==> src/rtl/lir_pkg.sv <==
// Shared types and constants for the linear interpolation resampler.
`default_nettype none
package lir_pkg;

  localparam int PH_FRAC_BITS = 16;
  localparam int PH_W         = 19;
  localparam int SMP_W        = 16;
  localparam int CNT_W        = 6;
  localparam int PROD_W       = SMP_W + 1 + PH_FRAC_BITS + 1;

  localparam logic [PH_W-1:0]  PH_ONE      = PH_W'(1) << PH_FRAC_BITS;
  localparam logic [PH_W-1:0]  STEP_MIN    = PH_ONE >> 6;
  localparam logic [PH_W-1:0]  STEP_MAX    = PH_ONE << 2;
  localparam logic [PH_W-1:0]  STEP_RESET  = PH_ONE;
  localparam logic [CNT_W-1:0] CNT_LAST    = {CNT_W{1'b1}};

  typedef struct packed {
    logic signed [SMP_W-1:0] sample;
    logic                    restart;
  } in_word_t;

  typedef struct packed {
    logic signed [SMP_W-1:0] out_sample;
    logic                    last_of_run;
  } out_word_t;

  typedef enum logic [1:0] {
    ST_IDLE,
    ST_MUL,
    ST_EMIT
  } state_t;

  typedef struct packed {
    logic load;
    logic mul;
    logic advance;
  } ctl_t;

  typedef struct packed {
    logic skip;
    logic last;
  } sts_t;

endpackage
`default_nettype wire

==> src/rtl/lir_dp.sv <==
// Datapath: phase and sample state plus the shared multiply unit.
`default_nettype none
module lir_dp (
  input  wire logic                      clk,
  input  wire logic                      rst,
  input  wire lir_pkg::ctl_t             ctl,
  input  wire lir_pkg::in_word_t         in_data,
  input  wire logic [lir_pkg::PH_W-1:0]  step_reg,
  output lir_pkg::sts_t                  sts,
  output lir_pkg::out_word_t             out_data
);

  logic signed [lir_pkg::SMP_W-1:0]  prev;
  logic signed [lir_pkg::SMP_W-1:0]  cur;
  logic signed [lir_pkg::SMP_W-1:0]  base;
  logic        [lir_pkg::PH_W-1:0]   phase;
  logic        [lir_pkg::CNT_W-1:0]  count;
  logic signed [lir_pkg::PROD_W-1:0] prod;
  logic                              last;

  logic        [lir_pkg::PH_W-1:0]   step_c;
  logic        [lir_pkg::PH_W-1:0]   phase0;
  logic signed [lir_pkg::SMP_W-1:0]  prev0;
  logic        [lir_pkg::PH_W-1:0]   phase_next;
  logic signed [lir_pkg::SMP_W:0]    diff;
  logic signed [lir_pkg::PROD_W-1:0] total;
  logic signed [lir_pkg::PROD_W-1:0] quot;

  always_comb begin
    if (step_reg < lir_pkg::STEP_MIN) begin
      step_c = lir_pkg::STEP_MIN;
    end else if (step_reg > lir_pkg::STEP_MAX) begin
      step_c = lir_pkg::STEP_MAX;
    end else begin
      step_c = step_reg;
    end
  end

  assign phase0     = in_data.restart ? '0 : phase;
  assign prev0      = in_data.restart ? '0 : prev;
  assign phase_next = phase + step_c;
  assign diff       = (lir_pkg::SMP_W+1)'(cur) - (lir_pkg::SMP_W+1)'(prev);

  assign sts.skip = phase0 >= lir_pkg::PH_ONE;
  assign sts.last = last;

  always_ff @(posedge clk) begin
    if (rst) begin
      prev  <= '0;
      phase <= '0;
    end else if (ctl.load) begin
      if (sts.skip) begin
        phase <= phase0 - lir_pkg::PH_ONE;
        prev  <= in_data.sample;
      end else begin
        phase <= phase0;
        prev  <= prev0;
      end
    end else if (ctl.advance) begin
      if (last) begin
        prev  <= cur;
        phase <= (phase_next >= lir_pkg::PH_ONE) ? phase_next - lir_pkg::PH_ONE : '0;
      end else begin
        phase <= phase_next;
      end
    end
  end

  always_ff @(posedge clk) begin
    if (ctl.load) begin
      cur   <= in_data.sample;
      count <= '0;
    end else if (ctl.advance) begin
      count <= count + 1'b1;
    end
    if (ctl.mul) begin
      prod <= lir_pkg::PROD_W'(diff) *
              lir_pkg::PROD_W'($signed({1'b0, phase[lir_pkg::PH_FRAC_BITS-1:0]}));
      base <= prev;
      last <= (phase_next >= lir_pkg::PH_ONE) || (count == lir_pkg::CNT_LAST);
    end
  end

  // prev*ONE + diff*phase, then divide by ONE truncating toward zero
  assign total = (lir_pkg::PROD_W'(base) <<< lir_pkg::PH_FRAC_BITS) + prod;

  always_comb begin
    quot = total >>> lir_pkg::PH_FRAC_BITS;
    if (total[lir_pkg::PROD_W-1] && (total[lir_pkg::PH_FRAC_BITS-1:0] != '0)) begin
      quot = quot + lir_pkg::PROD_W'(1);
    end
  end

  assign out_data.out_sample  = quot[lir_pkg::SMP_W-1:0];
  assign out_data.last_of_run = last;

endmodule
`default_nettype wire

==> src/rtl/lir_ctrl.sv <==
// Sequencer: accepts a word, then multiplies and emits one result at a time.
`default_nettype none
module lir_ctrl (
  input  wire logic          clk,
  input  wire logic          rst,
  input  wire logic          in_valid,
  input  wire logic          out_stall,
  input  wire lir_pkg::sts_t sts,
  output lir_pkg::ctl_t      ctl,
  output logic               in_stall,
  output logic               out_valid
);

  lir_pkg::state_t state;
  lir_pkg::state_t state_next;

  always_ff @(posedge clk) begin
    if (rst) begin
      state <= lir_pkg::ST_IDLE;
    end else begin
      state <= state_next;
    end
  end

  always_comb begin
    state_next = state;
    case (state)
      lir_pkg::ST_IDLE: begin
        if (in_valid && !sts.skip) begin
          state_next = lir_pkg::ST_MUL;
        end
      end
      lir_pkg::ST_MUL: begin
        state_next = lir_pkg::ST_EMIT;
      end
      lir_pkg::ST_EMIT: begin
        if (!out_stall) begin
          state_next = sts.last ? lir_pkg::ST_IDLE : lir_pkg::ST_MUL;
        end
      end
      default: begin
        state_next = lir_pkg::ST_IDLE;
      end
    endcase
  end

  always_comb begin
    ctl       = '0;
    in_stall  = 1'b1;
    out_valid = 1'b0;
    case (state)
      lir_pkg::ST_IDLE: begin
        in_stall = 1'b0;
        ctl.load = in_valid;
      end
      lir_pkg::ST_MUL: begin
        ctl.mul = 1'b1;
      end
      lir_pkg::ST_EMIT: begin
        out_valid   = 1'b1;
        ctl.advance = !out_stall;
      end
      default: begin
        in_stall = 1'b1;
      end
    endcase
  end

endmodule
`default_nettype wire

==> src/rtl/linear_interp_audio_resampler.sv <==
// Linear interpolation audio resampler: top level.
//
// Input channel in_valid/in_stall/in_data carries one source sample word with
// a restart flag; output channel out_valid/out_stall/out_data carries the
// interpolated samples, the last one of each input flagged by last_of_run.
// A word is taken when valid is high and stall is low.
// cfg_wr_en/cfg_wr_data write the step register (source/output rate, Q16);
// write it only while the block is idle. Steps outside 1/64..4 are clamped.
// One input gives 0 to 64 results. Each result, the first one after the
// input is taken and each further one after the previous one is taken,
// passes the multiply state (shared multiplier) and then the emit state.
// An input that gives no result leaves the block idle; one giving results
// occupies the block until its last result is taken, stall time included.
// in_stall is high while results of the current input are outstanding.
// A stalled output holds its word and freezes the sequencer.
// Reset (rst, synchronous) clears previous sample and phase to zero and
// the step to one.
`default_nettype none
module linear_interp_audio_resampler (
  input  wire logic                      clk,
  input  wire logic                      rst,
  input  wire logic                      in_valid,
  output logic                           in_stall,
  input  wire lir_pkg::in_word_t         in_data,
  output logic                           out_valid,
  input  wire logic                      out_stall,
  output lir_pkg::out_word_t             out_data,
  input  wire logic                      cfg_wr_en,
  input  wire logic [lir_pkg::PH_W-1:0]  cfg_wr_data
);

  logic [lir_pkg::PH_W-1:0] step_reg;
  lir_pkg::ctl_t            ctl;
  lir_pkg::sts_t            sts;

  always_ff @(posedge clk) begin
    if (rst) begin
      step_reg <= lir_pkg::STEP_RESET;
    end else if (cfg_wr_en) begin
      step_reg <= cfg_wr_data;
    end
  end

  lir_ctrl u_ctrl (
    .clk       (clk),
    .rst       (rst),
    .in_valid  (in_valid),
    .out_stall (out_stall),
    .sts       (sts),
    .ctl       (ctl),
    .in_stall  (in_stall),
    .out_valid (out_valid)
  );

  lir_dp u_dp (
    .clk      (clk),
    .rst      (rst),
    .ctl      (ctl),
    .in_data  (in_data),
    .step_reg (step_reg),
    .sts      (sts),
    .out_data (out_data)
  );

  a_no_accept_while_emit: assert property (@(posedge clk) disable iff (rst)
    out_valid |-> in_stall)
    else $error("input taken while a result is pending");

  a_mul_before_emit: assert property (@(posedge clk) disable iff (rst)
    (in_valid && !in_stall) |=> !out_valid)
    else $error("result shown before multiply");

  a_busy_mid_run: assert property (@(posedge clk) disable iff (rst)
    (out_valid && !out_stall && !out_data.last_of_run) |=> in_stall)
    else $error("input ready before run ended");

  a_idle_after_last: assert property (@(posedge clk) disable iff (rst)
    (out_valid && !out_stall && out_data.last_of_run) |=> (!out_valid && !in_stall))
    else $error("block not idle after last result");

endmodule
`default_nettype wire

==> config.mk <==
export PLATFORM = sky130hd
export DESIGN_NAME = linear_interp_audio_resampler
export DESIGN_NICKNAME = d
export VERILOG_FILES = /design/src/rtl/lir_pkg.sv /design/src/rtl/lir_dp.sv /design/src/rtl/lir_ctrl.sv /design/src/rtl/linear_interp_audio_resampler.sv
export SDC_FILE = /design/constraint.sdc
export NUM_CORES = 1
export LEC_CHECK = 0
export ABC_CLOCK_PERIOD_IN_PS = 18100
export BUFFER_PORTS_ARGS = -buffer_cell sky130_fd_sc_hd__buf_2
export CAP_MARGIN = 25
export CORE_ASPECT_RATIO = 0.8
export CORE_MARGIN = 3
export CORE_UTILIZATION = 30
export DETAILED_ROUTE_END_ITERATION = 12
export SYNTH_ARGS = -nofsm -noshare
export SYNTH_HDL_FRONTEND = slang
export SYNTH_HIERARCHICAL = 1
export SYNTH_SLANG_ARGS = --single-unit
==> constraint.sdc <==
create_clock -name clk -period 18.1 [get_ports clk]
set_clock_uncertainty 0.2 [all_clocks]
set_input_delay 3.62 -clock clk [delete_from_list [all_inputs] [get_ports clk]]
set_output_delay 3.62 -clock clk [all_outputs]
set_load 0.005 [all_outputs]
Word-level counts from Yosys, hierarchy flattened
Cells that the tools add are included.
Cells by class
  reductions and logical operators: 11
  muxes and demuxes: 23
  eq/ne operators: 6
  add/sub/neg operators: 7
  order comparisons: 4
  multipliers: 1
Operators by type and width (count)
  $mux W19: 8
  $mux W16: 6
  $ge A19 B17 Y1 const B: 2
  $sub A19 B17 Y19 const B: 2
  $add A32 B34 Y34: 1
  $mul A17 B17 Y34: 1
  $add A19 B19 Y19: 1
  $gt A19 B19 Y1 const B: 1
  $lt A19 B11 Y1 const B: 1
  $sub A16 B16 Y17: 1
  $add A16 B2 Y16 const B: 1
  $reduce_bool A16 Y1: 1
  $add A6 B1 Y6 const B: 1
  $eq A6 B6 Y1 const B: 1
  $mux W1: 6
  $pmux W2 S3: 1
  $mux W2: 2
  $reduce_bool A2 Y1: 2
  $ne A3 B2 Y1 const B: 1
  $reduce_and A3 Y1: 1
  $eq A2 B1 Y1 const B: 1
  $eq A2 B2 Y1 const B: 1
  $logic_and A1 B1 Y1: 2
  $logic_not A1 Y1: 2
  other kinds (5): 5
Word-level totals
  word-level logic and storage cells: 61
  register bits after elaboration: 129
  output and inout port bits: 19

Logic depth before layout (Yosys ltp)
  word-level depth: 9
  depth in mapped cells: 33

Hierarchy
The synthesis kept the hierarchy.
By module, submodules not included
  lir_dp: times used 1, cells an instance 2028, area an instance 18168.7 um^2, sequential area each 2832.7 um^2
  linear_interp_audio_resampler: times used 1, cells an instance 61, area an instance 688.2 um^2, sequential area each 380.4 um^2
  lir_ctrl: times used 1, cells an instance 15, area an instance 126.4 um^2, sequential area each 40.0 um^2

Worst setup path before layout
No wires, ideal clock.
  path type: register -> register
  start point: register u_dp/cur[0] (netlist bit)
  end point: register u_dp/prod[32] (netlist bit) (data pin)
  path slack: 10.053 ns
  cell stages (with the launch flop): 31
  data arrival time: 7.589 ns
  clock period less this slack: 8.047 ns
  required time: 17.642 ns
  buffers on the path: 2
  cell sequence: edfxtp_1 -> inv_1 -> ha_1 -> fa_1 -> o21ai_0 -> a21oi_1 -> o21bai_1 -> a31o_2 -> a311oi_1 -> or3_1 -> a41o_1 -> clkbuf_1 -> and2_1 -> fa_1 -> fa_1 -> clkbuf_1 -> xnor2_1 -> xnor2_1 -> fa_1 -> fa_1 -> inv_1 -> fa_1 -> inv_1 -> ha_1 -> a21o_1 -> a21o_1 -> a21o_1 -> a21oi_1 -> o21ai_0 -> a21oi_1 -> xnor2_1
Between the ends
  cells in the longest elaborated chain, start to end: 2
RTL lines
  from (decl): RTL line lir_dp.sv:14  | logic signed [lir_pkg::SMP_W-1:0] cur;
  from (signal assigned): RTL line lir_dp.sv:71  | cur <= in_data.sample;
  $sub A16 B16 Y17: RTL line lir_dp.sv:42  | assign diff = (lir_pkg::SMP_W+1)'(cur) - (lir_pkg::SMP_W+1)'(prev);
  $mul A17 B17 Y34: RTL line lir_dp.sv:77  | prod <= lir_pkg::PROD_W'(diff) *
  to (signal assigned): RTL line lir_dp.sv:77
  to (decl): RTL line lir_dp.sv:18  | logic signed [lir_pkg::PROD_W-1:0] prod;
Every way passes these cells.
A chain may end at the register's enable or synchronous reset.

Worst setup path in the final report
  start point: register u_dp/prev[1] (netlist bit)
  end point: register u_dp/prod[33] (netlist bit) (data pin)
Between the ends
  cells in the longest elaborated chain, start to end: 2
RTL lines
  from (decl): RTL line lir_dp.sv:13  | logic signed [lir_pkg::SMP_W-1:0] prev;
  from (signal assigned): RTL line lir_dp.sv:54  | prev <= in_data.sample;
  from (signal assigned): RTL line lir_dp.sv:57  | prev <= prev0;
  from (signal assigned): RTL line lir_dp.sv:61  | prev <= cur;
  $sub A16 B16 Y17: RTL line lir_dp.sv:42
  $mul A17 B17 Y34: RTL line lir_dp.sv:77
Every way passes these cells.

==> Flow_metrics.wiki <==
{| class="wikitable"
! Metric !! Value
|-
| Status || finished clean
|-
| Syn avg cell area || 9.02 um2
|-
| Drt total wl || 49200 um
|-
| Cell area after synthesis || 19000 um2
|-
| Combinational group share of total power || 0.391
|-
| Number of buffers created by CTS || 17
|-
| Post-Synth Simple-Gate Area || 0.170
|-
| Initial antenna violation count || 1
|-
| Part of the total power dissipated in sequential elements || 0.306
|-
| Setup TNS Final || 0 ps
|-
| Total of max-cap violations || 0
|-
| Combinational family with the most area after synthesis || adder cells
|-
| Leftover overflow at the end of global routing || 0
|-
| Worst-margin pin slew || about 1100 ps
|-
| Net switching share of the total power || 0.413
|-
| Largest net degree at the start of global routing || 51
|-
| Area growth from synthesis to layout || 9.31%
|-
| Quantity of I/O buffers inserted on ports || 59
|-
| Parity-gate share of the synthesized area counting xor and xnor cells || 0.0424
|-
| TritonRoute pass-1 iters || 6
|-
| First-pass GRT wire length || between 80000 and 90000 um
|-
| Synth Warn # || 6
|-
| Total routing usage reported by global routing || 0.153
|-
| Power spent charging and discharging nets || 501 uW
|-
| 1st-iter DRT viols || roughly 1000
|-
| Stage delay of the slowest cell on the critical path || roughly 530 ps
|-
| Mux contribution to synthesized area || 0.0117
|-
| Count of different cell masters after synthesis || 88
|-
| Number of storage elements in the synthesis netlist || 129
|-
| Post-CTS setup buffer count || 0
|-
| Ratio of routed vias to standard cells || between 4 and 5
|-
| Die area || roughly 66000 um2
|-
| Register-to-Register Setup Slack || 8710 ps
|-
| Critical path endpoint category || flip-flop
|-
| Final period util || 0.519
|-
| Unrepaired setup endpoints after global routing || no
|-
| Row count || slightly above 80
|-
| Post-route standard cell area excluding fillers || 20800 um2
|-
| Leak || 9.82 nW
|-
| Commonest cells after routing, fill and taps aside || 386 x sky130_fd_sc_hd__inv_1, 276 x sky130_fd_sc_hd__fa_1, 214 x sky130_fd_sc_hd__nand2_1, 144 x sky130_fd_sc_hd__ha_1, 119 x sky130_fd_sc_hd__and2_1
|-
| Clock Pin Slew Worst Setup and Hold Paths || about 70 ps
|-
| Number of hold buffers added after CTS || 0
|-
| Number of flops mapped to enable cells by yosys || 67
|-
| Cell count after synthesis || 2104
|-
| Data arrival time of the critical path || 9370 ps
|-
| Antenna fix cells || 0
|-
| TritonCTS clock tree || done
|-
| Final Instance Count excl. Fillers || 2951
|-
| Mapped Nets || approximately 2600
|-
| # resized after CTS || 0
|-
| Initial Util || 0.307
|-
| Worst slew margin || 0.291
|-
| Sinks on the clock net || 129
|-
| Post-synthesis adder-cell area fraction || 0.388
|-
| Number of setup violations in the final report || 0
|-
| Clk network pwr share || 0.303
|-
| Commonest register cell after synthesis || sky130_fd_sc_hd__edfxtp_1
|-
| Sequential-to-total area share from yosys stat || 0.171
|-
| Design internal power || 711 uW
|-
| Hold Worst Slack || between 200 and 300 ps
|-
| Via count || 14326
|-
| Root buffer cell || sky130_fd_sc_hd__clkbuf_16
|-
| Max Fclk || 106 MHz
|-
| Max VDD drop || around 65 uV
|-
| Maximum level of the CTS H-tree || 4
|-
| Cell at the slowest stage of the critical path || sky130_fd_sc_hd__fa_1
|-
| Required time at the worst-slack endpoint || 18070 ps
|-
| Remaining design rule violation count || 0
|-
| Worst hold-check path type || flip-flop to flip-flop
|-
| Maximum number of buffers from clock root to sink || 2
|-
| Placement-stage cell area || ~20000 um2
|-
| Number of hold-slack violations in the final timing report || 0
|-
| Post-synthesis compound-gate area fraction || 0.115
|-
| Clock latency at the later pin of the worst-skew pair || 450 ps
|-
| Residual antenna-violating net count after detailed routing || 0
|-
| Worst-path fanout max || 23
|-
| Die extent in x || around 290 um
|-
| Net count, final || 2569
|-
| Final min period || 9390 ps
|-
| Number of slew-limit violations in the final report || 0
|-
| Routed wire length per instance || between 15 and 20 um
|-
| Critical path start-end classification || flip-flop to flip-flop
|-
| Top-level port count || 60
|-
| Number of cells after detailed placement || slightly below 3000
|-
| CP dominant cell by count || sky130_fd_sc_hd__fa_1
|-
| Most frequent standard cell in the layout excluding fill and tap cells || sky130_fd_sc_hd__inv_1
|-
| Share of final-layout standard cells stronger than drive strength 1 || 0.0773
|-
| Die Ht || 231 um
|-
| Vias in the first global route || 14870
|-
| Core Box Area || 61800 um2
|-
| Fraction of synthesis flops using an asynchronous set or reset pin || 0
|-
| Cell area power density || 58.4 nW/um2
|-
| Kind of launch point of the worst setup path || flip-flop
|-
| Max FFs per register || 34
|-
| Placer congestion estimate || between 0.8 and 0.9
|-
| Half-perimeter wire length after placement || 39900 um
|}
## critical path, delay by kind of cell, from the launching register on
kind	cells	cell delay (ps)
XOR/XNOR	1	130
adder cells (fa/ha/maj)	8	3650
buffers and inverters	7	810
flip-flops	1	400
AO/OA/AOI/OAI	11	3320
AND/OR/NAND/NOR	5	600
## metal layers
metal	wire length, um	share of wire	GRT usage	vias to the layer above
met5	0	0	0	-
met2	21800	0.44	0.242	429
met1	23400	0.48	0.218	7077
met3	3450	0.070	0.0280	41
li1	-	-	-	6779
met4	520	0.011	0.0302	0
## final cells by class
type / instances / area, um2
clock buffer: 20 / 489
tap: 830 / 1040
multi-input combinational: 1491 / 13900
sequential: 129 / 3250
clock inverter: 12 / 133
inverter: 387 / 1450
fill: 6413 / 41100
timing repair buffer: 82 / 504
## worst paths after layout
| check | from | end | cells after the start |
|---|---|---|---|
| worst max-delay path | u_dp/prev[1] | u_dp/prod[33] | 32 |
| worst min-delay path | u_dp/prev[3] | u_dp/base[3] | 0 |
| worst max register to register | u_dp/prev[1] | u_dp/prod[33] | 32 |
| worst min register to register | u_dp/prev[3] | u_dp/base[3] | 0 |
## metrics by stage
stage | utilization | setup slack (ps) | total power, mW
after global routing | 0.336 | 8100 | 1.28
after global placement | 0.325 | 8860 | 0.825
after detailed placement | 0.325 | 8760 | 0.845
after floorplan | - | 10050 | 0.676
final | 0.336 | 8710 | 1.21
after CTS | 0.336 | 8730 | 1.21
## power by group through the flow
stage / logic (mW) / registers [mW] / clock network [mW]
floorplan: 0.318 / 0.358 / 0
global placement: 0.448 / 0.378 / 0
detailed placement: 0.467 / 0.378 / 0
CTS: 0.468 / 0.372 / 0.374
global route: 0.521 / 0.374 / 0.389
finish: 0.473 / 0.371 / 0.367
## cell families after synthesis
group,after synthesis
buffers and inverters,484
adder cells (fa/ha/maj),424
XOR/XNOR,92
AND/OR/NAND/NOR,645
AO/OA/AOI/OAI,308
flip-flops,129
multiplexers,22
## synthesized netlist by cell type, types with 47 or more instances
cell	n	area [um2]
sky130_fd_sc_hd__a21oi_1	67	335
sky130_fd_sc_hd__xnor2_1	68	596
sky130_fd_sc_hd__dfxtp_1	62	1240
sky130_fd_sc_hd__inv_1	387	1450
sky130_fd_sc_hd__o21ai_0	54	270
sky130_fd_sc_hd__clkbuf_1	71	267
sky130_fd_sc_hd__and2_1	119	744
sky130_fd_sc_hd__edfxtp_1	67	2010
sky130_fd_sc_hd__nor2b_1	47	294
sky130_fd_sc_hd__fa_1	276	5530
sky130_fd_sc_hd__ha_1	144	1800
sky130_fd_sc_hd__nor2_1	96	360
sky130_fd_sc_hd__nand2_1	214	803
sky130_fd_sc_hd__nand3_1	55	275
Power figures use the tool's default switching activity.
